`src/design/sacl_pkg.sv`:
```
// Shared types, constants and codes of the set-associative cache tag store.
package sacl_pkg;

    // Fixed field widths of the transfers
    localparam int ADDR_W   = 19;
    localparam int BYTES_W  = 7;
    localparam int CYC_W    = 10;
    localparam int TOTAL_W  = 48;
    localparam int COUNT_W  = 32;

    // Geometry that is not a module parameter
    localparam int OFFSET_BITS = 5;
    localparam int TAG_BITS    = 10;
    localparam int LINE_BEATS  = 16;
    // Bus width in bytes; a power of two, so the beat count is a shift.
    localparam int BUS1_BYTES  = 2;
    localparam int BUS_SHIFT   = $clog2(BUS1_BYTES);
    localparam int BEATS_W     = BYTES_W + 1;

    // Default geometry handed to the top level
    localparam int DEF_SET_BITS = 4;
    localparam int DEF_WAYS     = 4;

    // Internal cost width, wide enough for the worst access before saturation
    localparam int COST_W   = 12;
    localparam int COST_MAX = 1023;
    localparam int OP_COST  = 1;
    localparam int MUL_COST = 5;

    // Configuration port
    localparam int PADDR_W = 4;
    localparam int PDATA_W = 32;

    typedef enum logic [1:0] {
        REG_POLICY    = 2'd0,
        REG_MEM_DELAY = 2'd1,
        REG_HIT_DELAY = 2'd2,
        REG_MISS_DELAY = 2'd3
    } reg_idx_t;

    localparam logic       RST_POLICY     = 1'b0;
    localparam logic [7:0] RST_MEM_DELAY  = 8'd100;
    localparam logic [3:0] RST_HIT_DELAY  = 4'd6;
    localparam logic [3:0] RST_MISS_DELAY = 4'd4;

    typedef enum logic [1:0] {
        CMD_READ  = 2'd0,
        CMD_WRITE = 2'd1,
        CMD_OP    = 2'd2,
        CMD_MUL   = 2'd3
    } cmd_t;

    typedef enum logic {
        ST_IDLE   = 1'b0,
        ST_LOOKUP = 1'b1
    } state_t;

    typedef struct packed {
        cmd_t                 cmd;
        logic [ADDR_W-1:0]    address;
        logic [BYTES_W-1:0]   transfer_bytes;
    } req_t;

    typedef struct packed {
        logic                 hit;
        logic [1:0]           way_used;
        logic                 wrote_back;
        logic [CYC_W-1:0]     access_cycles;
        logic [TOTAL_W-1:0]   total_cycles;
        logic [COUNT_W-1:0]   hit_count;
        logic [COUNT_W-1:0]   miss_count;
    } rsp_t;

    // Outcome of one set lookup
    typedef struct packed {
        logic hit;
        logic placed;
        logic wrote_back;
    } lookup_t;

endpackage

```
`src/design/set_assoc_cache_lru_plru.sv`:
```
// Top level of the set-associative cache tag store with LRU or pseudo-LRU ages.
//
//   channel | direction | handshake          | payload
//   req     | in        | req_valid/req_stall | sacl_pkg::req_t
//   rsp     | out       | rsp_valid/rsp_stall | sacl_pkg::rsp_t
//   apb     | in/out    | psel/penable/pready | 4 registers at byte addresses 0, 4, 8, 12
//
// The set is read from the tag memory at the edge that accepts the transfer; the lookup
// state then looks the set up, writes it back and loads the result register once it is free.
// The result register holds a result while rsp_stall is high; a second item then waits
// in the lookup state until the register frees. Reset clears every set at once through
// one valid flag per set, so no clearing pass is needed.
module set_assoc_cache_lru_plru #(
    parameter int SET_BITS = sacl_pkg::DEF_SET_BITS,
    parameter int WAYS     = sacl_pkg::DEF_WAYS
) (
    input  logic                          clk,
    input  logic                          rst_n,
    input  logic                          req_valid,
    output logic                          req_stall,
    input  sacl_pkg::req_t                req,
    output logic                          rsp_valid,
    input  logic                          rsp_stall,
    output sacl_pkg::rsp_t                rsp,
    input  logic                          psel,
    input  logic                          penable,
    input  logic                          pwrite,
    input  logic [sacl_pkg::PADDR_W-1:0]  paddr,
    input  logic [sacl_pkg::PDATA_W-1:0]  pwdata,
    output logic [sacl_pkg::PDATA_W-1:0]  prdata,
    output logic                          pready
);

    localparam int NSETS  = 1 << SET_BITS;
    localparam int WAY_W  = $clog2(WAYS);
    localparam int AGE_W  = $clog2(WAYS);
    localparam int TAG_W  = sacl_pkg::TAG_BITS;
    localparam int ROW_W  = WAYS * (2 + TAG_W + AGE_W);
    localparam int COST_W = sacl_pkg::COST_W;

    // Configuration registers
    logic       policy_reg;
    logic [7:0] mem_delay_reg;
    logic [3:0] hit_delay_reg;
    logic [3:0] miss_delay_reg;
    logic       cfg_write;
    sacl_pkg::reg_idx_t cfg_idx;

    assign pready    = 1'b1;
    assign cfg_write = psel && penable && pwrite && pready;
    assign cfg_idx   = sacl_pkg::reg_idx_t'(paddr[3:2]);

    always_ff @(posedge clk or negedge rst_n)
    begin
        if (!rst_n)
        begin
            policy_reg     <= sacl_pkg::RST_POLICY;
            mem_delay_reg  <= sacl_pkg::RST_MEM_DELAY;
            hit_delay_reg  <= sacl_pkg::RST_HIT_DELAY;
            miss_delay_reg <= sacl_pkg::RST_MISS_DELAY;
        end
        else if (cfg_write)
        begin
            case (cfg_idx)
                sacl_pkg::REG_POLICY:     policy_reg     <= pwdata[0];
                sacl_pkg::REG_MEM_DELAY:  mem_delay_reg  <= pwdata[7:0];
                sacl_pkg::REG_HIT_DELAY:  hit_delay_reg  <= pwdata[3:0];
                sacl_pkg::REG_MISS_DELAY: miss_delay_reg <= pwdata[3:0];
                default:                  policy_reg     <= policy_reg;
            endcase
        end
    end

    always_comb
    begin
        case (cfg_idx)
            sacl_pkg::REG_POLICY:     prdata = sacl_pkg::PDATA_W'(policy_reg);
            sacl_pkg::REG_MEM_DELAY:  prdata = sacl_pkg::PDATA_W'(mem_delay_reg);
            sacl_pkg::REG_HIT_DELAY:  prdata = sacl_pkg::PDATA_W'(hit_delay_reg);
            sacl_pkg::REG_MISS_DELAY: prdata = sacl_pkg::PDATA_W'(miss_delay_reg);
            default:                  prdata = '0;
        endcase
    end

    // Control
    sacl_pkg::state_t state_reg;
    sacl_pkg::state_t state_next;
    logic             req_take;
    logic             finish;
    logic             rsp_valid_reg;
    logic             rsp_valid_next;
    sacl_pkg::rsp_t   rsp_reg;

    // Accepted item
    sacl_pkg::cmd_t                  cmd_reg;
    logic [SET_BITS-1:0]             set_reg;
    logic [TAG_W-1:0]                tag_reg;
    logic [sacl_pkg::BEATS_W-1:0]    beats_reg;
    logic [SET_BITS-1:0]             req_set;

    assign req_set = req.address[sacl_pkg::OFFSET_BITS +: SET_BITS];

    always_comb
    begin
        state_next = state_reg;
        req_stall  = 1'b1;
        finish     = 1'b0;
        case (state_reg)
            sacl_pkg::ST_IDLE:
            begin
                req_stall = 1'b0;
                if (req_valid)
                begin
                    state_next = sacl_pkg::ST_LOOKUP;
                end
            end
            sacl_pkg::ST_LOOKUP:
            begin
                if (!rsp_valid_reg || !rsp_stall)
                begin
                    finish     = 1'b1;
                    state_next = sacl_pkg::ST_IDLE;
                end
            end
            default:
            begin
                state_next = sacl_pkg::ST_IDLE;
            end
        endcase
    end

    assign req_take = req_valid && !req_stall;

    always_ff @(posedge clk or negedge rst_n)
    begin
        if (!rst_n)
        begin
            state_reg <= sacl_pkg::ST_IDLE;
        end
        else
        begin
            state_reg <= state_next;
        end
    end

    always_ff @(posedge clk)
    begin
        if (req_take)
        begin
            cmd_reg   <= req.cmd;
            set_reg   <= req_set;
            tag_reg   <= TAG_W'(req.address >> (sacl_pkg::OFFSET_BITS + SET_BITS));
            beats_reg <= (sacl_pkg::BEATS_W'(req.transfer_bytes)
                          + sacl_pkg::BEATS_W'(sacl_pkg::BUS1_BYTES - 1)) >> sacl_pkg::BUS_SHIFT;
        end
    end

    // Set memory: one row holds every way of a set.
    logic [ROW_W-1:0]  set_mem [NSETS];
    logic [ROW_W-1:0]  rd_row_reg;
    logic [ROW_W-1:0]  cur_row;
    logic [ROW_W-1:0]  wr_row;
    logic [NSETS-1:0]  row_valid_reg;
    logic              is_access;
    logic              mem_write;

    assign is_access = (cmd_reg == sacl_pkg::CMD_READ) || (cmd_reg == sacl_pkg::CMD_WRITE);
    assign mem_write = finish && is_access;

    always_ff @(posedge clk)
    begin
        if (req_take)
        begin
            rd_row_reg <= set_mem[req_set];
        end
        if (mem_write)
        begin
            set_mem[set_reg] <= wr_row;
        end
    end

    always_ff @(posedge clk or negedge rst_n)
    begin
        if (!rst_n)
        begin
            row_valid_reg <= '0;
        end
        else if (mem_write)
        begin
            row_valid_reg[set_reg] <= 1'b1;
        end
    end

    // A set never written since reset reads as all zero.
    assign cur_row = row_valid_reg[set_reg] ? rd_row_reg : '0;

    logic [WAYS-1:0]              row_v;
    logic [WAYS-1:0]              row_d;
    logic [WAYS-1:0][TAG_W-1:0]   row_t;
    logic [WAYS-1:0][AGE_W-1:0]   row_a;
    logic [WAYS-1:0]              upd_v;
    logic [WAYS-1:0]              upd_d;
    logic [WAYS-1:0][TAG_W-1:0]   upd_t;
    logic [WAYS-1:0][AGE_W-1:0]   upd_a;
    logic [WAY_W-1:0]             way;
    sacl_pkg::lookup_t            status;

    assign {row_v, row_d, row_t, row_a} = cur_row;
    assign wr_row = {upd_v, upd_d, upd_t, upd_a};

    sacl_set_update #(
        .WAYS (WAYS)
    ) u_set_update (
        .row_valid (row_v),
        .row_dirty (row_d),
        .row_tag   (row_t),
        .row_age   (row_a),
        .tag       (tag_reg),
        .is_write  (cmd_reg == sacl_pkg::CMD_WRITE),
        .policy    (policy_reg),
        .new_valid (upd_v),
        .new_dirty (upd_d),
        .new_tag   (upd_t),
        .new_age   (upd_a),
        .way       (way),
        .status    (status)
    );

    // Modelled cost of the item
    logic [COST_W-1:0]                line_cost;
    logic [COST_W-1:0]                cost;
    logic [sacl_pkg::TOTAL_W-1:0]     total_reg;
    logic [sacl_pkg::COUNT_W-1:0]     hits_reg;
    logic [sacl_pkg::COUNT_W-1:0]     misses_reg;
    sacl_pkg::rsp_t                   rsp_next;

    assign line_cost = COST_W'(2 + sacl_pkg::LINE_BEATS) + COST_W'(mem_delay_reg);

    always_comb
    begin
        if (!is_access)
        begin
            cost = (cmd_reg == sacl_pkg::CMD_OP) ? COST_W'(sacl_pkg::OP_COST)
                                                  : COST_W'(sacl_pkg::MUL_COST);
        end
        else
        begin
            cost = COST_W'(2) + COST_W'(beats_reg);
            if (status.hit)
            begin
                cost = cost + COST_W'(hit_delay_reg);
            end
            else
            begin
                cost = cost + COST_W'(miss_delay_reg) + line_cost;
            end
            if (status.wrote_back)
            begin
                cost = cost + line_cost;
            end
        end
    end

    always_comb
    begin
        rsp_next.hit           = is_access && status.hit;
        rsp_next.way_used      = (is_access && (status.hit || status.placed)) ? 2'(way) : 2'd0;
        rsp_next.wrote_back    = is_access && status.wrote_back;
        rsp_next.access_cycles = (cost > COST_W'(sacl_pkg::COST_MAX))
                                 ? sacl_pkg::CYC_W'(sacl_pkg::COST_MAX)
                                 : sacl_pkg::CYC_W'(cost);
        rsp_next.total_cycles  = total_reg + sacl_pkg::TOTAL_W'(cost);
        rsp_next.hit_count     = hits_reg + sacl_pkg::COUNT_W'(is_access && status.hit);
        rsp_next.miss_count    = misses_reg + sacl_pkg::COUNT_W'(is_access && !status.hit);
    end

    always_ff @(posedge clk or negedge rst_n)
    begin
        if (!rst_n)
        begin
            total_reg  <= '0;
            hits_reg   <= '0;
            misses_reg <= '0;
        end
        else if (finish)
        begin
            total_reg  <= rsp_next.total_cycles;
            hits_reg   <= rsp_next.hit_count;
            misses_reg <= rsp_next.miss_count;
        end
    end

    always_comb
    begin
        rsp_valid_next = rsp_valid_reg;
        if (finish)
        begin
            rsp_valid_next = 1'b1;
        end
        else if (!rsp_stall)
        begin
            rsp_valid_next = 1'b0;
        end
    end

    always_ff @(posedge clk or negedge rst_n)
    begin
        if (!rst_n)
        begin
            rsp_valid_reg <= 1'b0;
        end
        else
        begin
            rsp_valid_reg <= rsp_valid_next;
        end
    end

    always_ff @(posedge clk)
    begin
        if (finish)
        begin
            rsp_reg <= rsp_next;
        end
    end

    assign rsp_valid = rsp_valid_reg;
    assign rsp       = rsp_reg;

    // A result can only be produced by the lookup state.
    assert property (@(posedge clk) disable iff (!rst_n)
        $rose(rsp_valid_reg) |-> $past(state_reg) == sacl_pkg::ST_LOOKUP)
        else $error("result appeared without a lookup");

    // An accepted transfer always moves the controller into the lookup state.
    assert property (@(posedge clk) disable iff (!rst_n)
        req_take |=> state_reg == sacl_pkg::ST_LOOKUP)
        else $error("accepted transfer did not start a lookup");

    // The hit counter only moves together with a new hit result.
    assert property (@(posedge clk) disable iff (!rst_n)
        !$stable(hits_reg) |-> rsp_valid_reg && rsp_reg.hit)
        else $error("hit counter moved without a hit result");

    // A hit never evicts a line.
    assert property (@(posedge clk) disable iff (!rst_n)
        rsp_valid_reg |-> !(rsp_reg.hit && rsp_reg.wrote_back))
        else $error("write-back reported on a hit");

endmodule

```
`src/design/sacl_set_update.sv`:
```
// Hit detection, victim choice and age update for one set of lines.
module sacl_set_update #(
    parameter int WAYS = sacl_pkg::DEF_WAYS
) (
    input  logic [WAYS-1:0]                                  row_valid,
    input  logic [WAYS-1:0]                                  row_dirty,
    input  logic [WAYS-1:0][sacl_pkg::TAG_BITS-1:0]          row_tag,
    input  logic [WAYS-1:0][$clog2(WAYS)-1:0]                row_age,
    input  logic [sacl_pkg::TAG_BITS-1:0]                    tag,
    input  logic                                             is_write,
    input  logic                                             policy,
    output logic [WAYS-1:0]                                  new_valid,
    output logic [WAYS-1:0]                                  new_dirty,
    output logic [WAYS-1:0][sacl_pkg::TAG_BITS-1:0]          new_tag,
    output logic [WAYS-1:0][$clog2(WAYS)-1:0]                new_age,
    output logic [$clog2(WAYS)-1:0]                          way,
    output sacl_pkg::lookup_t                                status
);

    localparam int WAY_W = $clog2(WAYS);
    localparam int AGE_W = $clog2(WAYS);
    localparam logic [AGE_W-1:0] TOP_AGE = AGE_W'(WAYS - 1);

    logic                          found;
    logic                          placed;
    logic [WAY_W-1:0]              hit_way;
    logic [WAY_W-1:0]              victim_way;
    logic                          touch_en;
    logic                          all_set;
    logic [AGE_W-1:0]              rank;
    logic [WAYS-1:0][AGE_W-1:0]    plru_age;

    // Lowest matching way wins, and likewise the lowest free or oldest way.
    always_comb
    begin
        found      = 1'b0;
        hit_way    = '0;
        placed     = 1'b0;
        victim_way = '0;
        for (int i = WAYS - 1; i >= 0; i--)
        begin
            if (row_valid[i] && (row_tag[i] == tag))
            begin
                found   = 1'b1;
                hit_way = WAY_W'(i);
            end
            if ((row_age[i] == '0) || !row_valid[i])
            begin
                placed     = 1'b1;
                victim_way = WAY_W'(i);
            end
        end
    end

    assign way      = found ? hit_way : victim_way;
    assign touch_en = found || placed;

    always_comb
    begin
        status.hit        = found;
        status.placed     = !found && placed;
        status.wrote_back = !found && placed && row_valid[victim_way] && row_dirty[victim_way];
    end

    always_comb
    begin
        new_valid = row_valid;
        new_dirty = row_dirty;
        new_tag   = row_tag;
        new_age   = row_age;
        rank      = row_age[way];
        plru_age  = row_age;
        all_set   = 1'b1;

        if (!found && placed)
        begin
            new_valid[way] = 1'b1;
            new_dirty[way] = 1'b0;
            new_tag[way]   = tag;
        end

        // Pseudo LRU: mark the line used; once every line is marked, keep only this one.
        plru_age[way] = AGE_W'(1);
        for (int i = 0; i < WAYS; i++)
        begin
            if (plru_age[i] == '0)
            begin
                all_set = 1'b0;
            end
        end
        if (all_set)
        begin
            for (int i = 0; i < WAYS; i++)
            begin
                plru_age[i] = '0;
            end
            plru_age[way] = AGE_W'(1);
        end

        if (touch_en)
        begin
            if (policy)
            begin
                new_age = plru_age;
            end
            else if (rank < TOP_AGE)
            begin
                // True LRU: lines younger than this one age by one step.
                for (int i = 0; i < WAYS; i++)
                begin
                    if (row_age[i] > rank)
                    begin
                        new_age[i] = row_age[i] - AGE_W'(1);
                    end
                end
                new_age[way] = TOP_AGE;
            end
            if (is_write)
            begin
                new_dirty[way] = 1'b1;
            end
        end
    end

endmodule
```
`config.mk`:
```
export PLATFORM = sky130hd
export DESIGN_NAME = set_assoc_cache_lru_plru
export DESIGN_NICKNAME = d
export VERILOG_FILES = /design/src/design/sacl_pkg.sv /design/src/design/set_assoc_cache_lru_plru.sv /design/src/design/sacl_set_update.sv
export SDC_FILE = /design/constraint.sdc
export NUM_CORES = 1
export LEC_CHECK = 0
export BUFFER_PORTS_ARGS = -buffer_cell sky130_fd_sc_hd__buf_2
export CAP_MARGIN = 25
export CORE_UTILIZATION = 45
export DETAILED_ROUTE_END_ITERATION = 6
export SLEW_MARGIN = 10
export SYNTH_ARGS = -nofsm -noshare
export SYNTH_HDL_FRONTEND = slang
export SYNTH_SLANG_ARGS = --single-unit
```
`constraint.sdc`:
```
create_clock -name clk -period 15.55 [get_ports clk]
set_clock_uncertainty 0.1 [all_clocks]
set_input_delay 1.555 -clock clk [delete_from_list [all_inputs] [get_ports clk]]
set_output_delay 1.555 -clock clk [all_outputs]
set_load 0.005 [all_outputs]
```
==> metrics, run 1 <==
status=finished with violations; failing checks=DRC; Layout area overhead=14.0%; CTS max path bufs=3; first-pass GRT wire length=183 mm; worst hold path class=flip-flop to flip-flop; initial core utilization=0.453; number of flip-flops in the largest register=896; Setup CP Type=flip-flop to flip-flop; Slew @ Worst Pin=1070 ps; Yosys reg bits=1248; core area=116000 um^2; Worst EP arrival=9010 ps; Post-CTS Hold Buffers=0; Placer Congestion=0.839; power density cells=160 nW/um^2; top_reg_cell synth=edfxtp_1; Reg2Reg Depth=28; dominant cells by area after synthesis=edfxtp_1, mux4_2, dfrtp_1; hpwl dp=70.5 mm; Fin Setup TNS=0 ps; Tcrit/Tclk final=0.556; Placed Cells=4714; CP required=15910 ps; reg2reg end=rsp[90]$_DFFE_PP_; ys async rst share=0.118; LEAKAGE=21.3 nW; Max-Cap Viols=0; I/O pins=232; Netlist cell types=88; Die W=344 um; share of the synthesized area in the top cell type=0.628; n_diodes=0; top cell type by total area after synthesis=edfxtp_1; row cnt=125; YS warnings=0; post-CTS setup buffers=0; fin. max-slew vios=0; Max Fclk=0.116 GHz; Tot GR Track Use=0.210; CP endpoint kind=flip-flop; element type at the critical path start=flip-flop; Syn Inst Count=3053; Clk pin slew, worst setup/hold paths=60 ps; Vias=28300; r2r setup slk=6910 ps; Seq/Total Area, Yosys=0.698; Crit-path slowest cell=edfxtp_1; most frequent cells after synthesis=edfxtp_1, mux4_2, nand2_1; WL/cell=24.9 um; Cell Area, Synth=52600 um^2; Post-synth EDFFs=1101; Final Util=0.517; Die Y=344 um; share of layout cells above drive strength 1=0.246; largest net degree at the start of global routing=113; DR vias/cell=5.71; Hold Path Sink=row_valid_reg[3]$_DFFE_PN0P_; Hold Fails Final Rpt=0; Reg2Reg Launch Point=set_reg[3]$_DFFE_PP_; minimum clock period=8640 ps; Top Family by Delay on Critical Path=compound AO/OA/AOI/OAI gates; hold path depth=1; port buffer count=175; RSZ-0062 raised after global routing=no; nets=3470; Die ar.=118000 um^2; DRC=3; post-route ant nets=0; initial antenna violation count=0; Routed WL=123 mm; CTS Sinks=1248; insertion delay to the later sink of the worst-skew pair=750 ps; peak supply drop=0.106 mV; CP max FO=24; gr ovfl total=0; most common cell type on the critical path=nand2_1; WP buf/inv=1; max_slew headroom=0.280; Hold Startpoint=row_valid_reg[3]$_DFFE_PN0P_; peak per-stage delay on the critical path=790 ps; syn_area_per_cell=17.2 um^2; # setup viols final=0; Iteration-0 DRC Markers=2425; vias in the first global route=28800; CTS tree=done; Num CTS Buffers=134; Max H-tree Level=4; most common cell in the netlist=edfxtp_1; final non-filler cell total=4958; drt pass-1 iters=7; Clock Tree Root=clkbuf_16; PostCTS Resize Cnt=0
-- report_power, final --
part           internal, mW  switching [mW]
logic                 0.762            1.39
registers              4.32           0.152
clock network          1.73            1.27
total                  6.82            2.81
-- worst register-to-register path, delay by kind of cell, from the launching register on --
kind | cells | cell delay [ps]
simple gates | 7 | 1410
buf+inv | 1 | 60
flops | 1 | 790
xor+xnor | 1 | 190
mux | 3 | 740
fa+ha+maj | 3 | 880
compound gates | 13 | 4180
-- through the flow --
stage	setup WS, ps	hold slack, ps	area, um^2	total power [mW]
2_1_floorplan	8970	331	52700	5.90
3_3_place_gp	7330	345	55400	6.53
3_5_place_dp	7120	350	55700	6.67
4_1_cts	7070	365	59800	9.69
5_1_grt	6300	389	60000	10.1
6_report	6910	364	60000	9.63
-- cells in the final DEF, fill, tap and decap left out, types with 10 or more instances in the layout --
cell,Yosys,layout
xor2_1,139,139
nor3_1,37,33
ha_1,53,53
or2_2,21,21
nand2_1,247,245
mux2_2,23,23
clkbuf_1,98,35
nor4_2,10,10
nand4_1,32,32
a21oi_1,37,37
conb_1,2,25
nor2b_1,17,16
buf_4,26,78
nand3_1,74,74
clkinv_1,1,20
dfrtp_1,141,141
mux2i_1,11,11
xnor2_1,131,131
edfxtp_1,1101,1101
o22ai_1,11,11
o21ai_0,85,84
o31ai_1,10,10
o211ai_1,11,11
inv_1,59,59
buf_2,10,191
mux4_2,281,281
a21o_1,13,13
nor2_1,142,130
and2_1,15,15
and3_1,31,31
nor4_1,15,15
nor3_2,7,11
nor2_4,1,13
clkinv_2,0,16
clkbuf_16,0,140
-- cell type report --
type	instances	area, um^2
inverter	60	230
multi-input combinational	1610	15100
timing repair buffer	284	1830
sequential	1248	36700
tap	1524	1910
fill	9292	56100
clock inverter	53	440
clock buffer	179	3690
-- how the worst max path moves through the flow --
| stage | endpoint | cells after the start | startpoint |
|---|---|---|---|
| final | rsp[90]$_DFFE_PP_ | 28 | set_reg[3]$_DFFE_PP_ |
| after global routing | rsp[90]$_DFFE_PP_ | 28 | set_reg[3]$_DFFE_PP_ |
| after CTS | rsp[104]$_DFFE_PP_ | 28 | set_reg[3]$_DFFE_PP_ |
| after detailed placement | rsp[90]$_DFFE_PP_ | 28 | set_reg[3]$_DFFE_PP_ |
| after global placement | rsp[90]$_DFFE_PP_ | 28 | set_reg[3]$_DFFE_PP_ |
| after floorplan | rsp[102]$_DFFE_PP_ | 32 | set_reg[3]$_DFFE_PP_ |
-- routing by layer --
layer / global-route usage / share of wire
met1: 0.280 / 0.41
met3: 0.0321 / 0.059
met4: 0.0616 / 0.024
met2: 0.356 / 0.50
met5: 0 / 0
-- cell families after synthesis --
kind of cell / share of synthesized area
XOR/XNOR: 0.0449
AND/OR/NAND/NOR: 0.0631
buffers and inverters: 0.0182
other: 0.000143
AO/OA/AOI/OAI: 0.0317
flip-flops: 0.698
adder cells (fa/ha/maj): 0.0156
multiplexers: 0.128
Note: power is estimated with default switching activity, not from simulation.
==> inputs of run 2 (changes only) <==
Settings changed: ABC_AREA set to 1.
Clock period 15.55 ns to 7.2 ns, I/O delays scaled along.
==> run 2 against run 1 <==
Compared with the run above:
- the flow now finishes without violations
- first-iteration DRC count grew 19%
- routed wire length grew 8.2%
- clock power grew 120%
- final cell count grew 33%
- count of clock-buffer cells in the layout shrank 2
- synthesized area grew 4.2%
- non-clock buffer count grew 7
- die area grew 4.2%
- sequential power grew 120%
- maximum frequency grew 31%
- synthesized cell count grew 52%
- utilization grew 0.10 points
- critical path type unchanged
- critical endpoint is now rsp[86]$_DFFE_PP_
==> metrics, run 2 <==
Tot GR Track Use=0.216 (+0.00656); most frequent cells after synthesis=edfxtp_1, nand2_1, inv_1; Die W=351 um (+2.1%); Max H-tree Level=4 (unchanged); row cnt=127 (+1.6%); Reg2Reg Launch Point=set_reg[0]$_DFFE_PP_; CTS Sinks=1248 (unchanged); Vias=35100 (+24%); peak per-stage delay on the critical path=450 ps (-340 ps); CTS tree=done; CP endpoint kind=flip-flop; Iteration-0 DRC Markers=2897 (+19%); hold_ws=44.7 ps (-319 ps); top_reg_cell synth=edfxtp_1; most common cell in the netlist=edfxtp_1; CP max FO=24 (unchanged); minimum clock period=6600 ps (-2050 ps); total power=21.5 mW (+120%); share of layout cells above drive strength 1=0.120 (-0.125); Netlist cell types=56 (-36%); WL/cell=20.3 um (-19%); Placed Cells=6325 (+34%); Hold Fails Final Rpt=0 (unchanged); top cell type by total area after synthesis=edfxtp_1; Max Fclk=0.152 GHz (+31%); dominant cells by area after synthesis=edfxtp_1, dfrtp_1, nand2_1; Post-synth EDFFs=1101 (unchanged); CTS max path bufs=3 (unchanged); pre-CTS setup slack=397 ps (-6720 ps); Syn Inst Count=4654 (+52%); final non-filler cell total=6584 (+33%); Hold Startpoint=req[25]; ys async rst share=0.118 (unchanged); Seq/Total Area, Yosys=0.670 (-0.0284); Setup CP Type=flip-flop to flip-flop; fin. max-slew vios=0 (unchanged); first-pass GRT wire length=201 mm (+10%); port buffer count=175 (unchanged); post-route ant nets=0 (unchanged); # setup viols final=0 (unchanged); Num CTS Buffers=133 (-0.75%); peak supply drop=0.266 mV (+150%); syn_area_per_cell=11.8 um^2 (-32%); power density cells=344 nW/um^2 (+110%); vias in the first global route=33200 (+15%); Die Y=351 um (+2.1%); critical path startpoint=set_reg[0]$_DFFE_PP_; share of the synthesized area in the top cell type=0.603 (-0.0255); status=finished, final reports clean; DRC=0 (-3); core area=120000 um^2 (+3.8%); most frequent cells in the layout=edfxtp_1, nand2_1, inv_1, o21ai_0, a21oi_1; Layout area overhead=13.7%; commonest non-fill, non-tap cell in the layout=edfxtp_1; RSZ-0062 raised after global routing=no; largest net degree at the start of global routing=202 (+79%); number of flip-flops in the largest register=896 (unchanged); Max-Cap Viols=0 (unchanged); Routed WL=133 mm (+8.2%); element type at the critical path start=flip-flop; Clock Tree Root=clkbuf_16; initial core utilization=0.455 (+0.00196); worst setup margin=604 ps (-6300 ps); Placer Congestion=0.903 (+7.5%); Tcrit/Tclk final=0.916 (+0.360); max_slew headroom=0.278 (-0.00213); DR vias/cell=5.33 (-6.6%); worst hold path class=primary input to flip-flop; Clk pin slew, worst setup/hold paths=60 ps (about the same); hpwl dp=76.2 mm (+8.0%); LEAKAGE=24.2 nW (+14%); Worst EP arrival=6980 ps (-2030 ps); I/O pins=232 (unchanged); Slew @ Worst Pin=1080 ps (+13.1 ps); Fin Setup TNS=0 ps (unchanged); YS warnings=0 (unchanged); nets=4998 (+44%); Crit-path slowest cell=edfxtp_1; Die ar.=123000 um^2 (+4.2%); gr ovfl total=0 (unchanged); drt pass-1 iters=6 (-1); initial antenna violation count=2 (+2); insertion delay to the later sink of the worst-skew pair=760 ps (about the same); most common cell type on the critical path=nand2_1; Cell Area, Synth=54900 um^2 (+4.2%); CP required=7590 ps (-8320 ps); Yosys reg bits=1248 (unchanged)
## run 2: cell count changes after synthesis, moves of 115 or more
cell	change
a21oi_1	+224
inv_1	+425
o211ai_1	+213
o21ai_0	+330
nand3_1	+140
nand2_1	+498
xnor2_1	-115
mux2i_1	+215
mux4_2	-281
## run 2: layout make-up
| type | count | area [um^2] |
|---|---|---|
| Tap cell | 1612 | 2020 |
| Clock buffer | 177 | 3640 |
| Antenna cell | 1 | 2.50 |
| Multi-Input combinational cell | 2695 | 15400 |
| Sequential cell | 1248 | 36700 |
| Fill cell | 10400 | 58100 |
| Clock inverter | 63 | 674 |
| Inverter | 497 | 1880 |
| Timing Repair Buffer | 291 | 1990 |
## run 2: critical path, delay by kind of cell, from the launching register on
family,cells,cell delay [ps]
simple gates,26,3050
flops,1,450
compound gates,7,960
buf+inv,5,720
fa+ha+maj,3,1020
## run 2: cells by family (layout without fill, tap and decap cells)
family                     count (synthesis)  after routing  share of synthesized area
and+or+nand+nor                         1336           1336                      0.106
DFF                                     1248           1248                      0.670
AOI/OAI and AO/OA                        945            945                     0.0978
buffers and inverters                    734           1028                     0.0531
muxes                                    226            226                     0.0412
xor gates and xnor gates                 102            102                     0.0167
adders and majority gates                 61             61                     0.0150
other                                      2             26                   0.000137
## run 2: layer usage
layer / GRT usage / up-vias / share of wire
met1: 0.296 / 17100 / 0.44
li1: - / 16800 / -
met5: 0 / - / 0
met4: 0.0604 / 0 / 0.022
met3: 0.0302 / 221 / 0.057
met2: 0.360 / 1024 / 0.48
## run 2: timing repair
item / in CTS / in global routing
resized for setup: 0 / 5
endpoints found under the hold margin: 68 / 0
buffers inserted: 0 / 6
setup endpoints to repair: 0 / 94
hold buffers: 7 / 0
## run 2: report_power, final
part	internal [mW]	leakage (nW)	switching, mW
Clock	3.88	2.10	2.85
Sequential	9.36	12.1	0.394
Combinational	1.60	10.0	3.40
## run 2: worst paths after layout
check	endpoint	slack, ps	cells after the start
worst max-delay path	rsp[86]$_DFFE_PP_	600	41
worst min-delay path	tag_reg[9]$_DFFE_PP_	40	1
worst max register to register	rsp[86]$_DFFE_PP_	600	41
worst min register to register	row_valid_reg[7]$_DFFE_PN0P_	370	1
max in group asynchronous	total_reg[39]$_DFFE_PN0P_	4890	4
min in group asynchronous	hits_reg[8]$_DFFE_PN0P_	450	2
## run 2: metrics by stage
stage               instance area (um^2)   util
floorplan                          54900      -
global placement                   57900  0.480
detailed placement                 57900  0.480
CTS                                62200  0.517
global route                       62400  0.518
finish                             62400  0.518
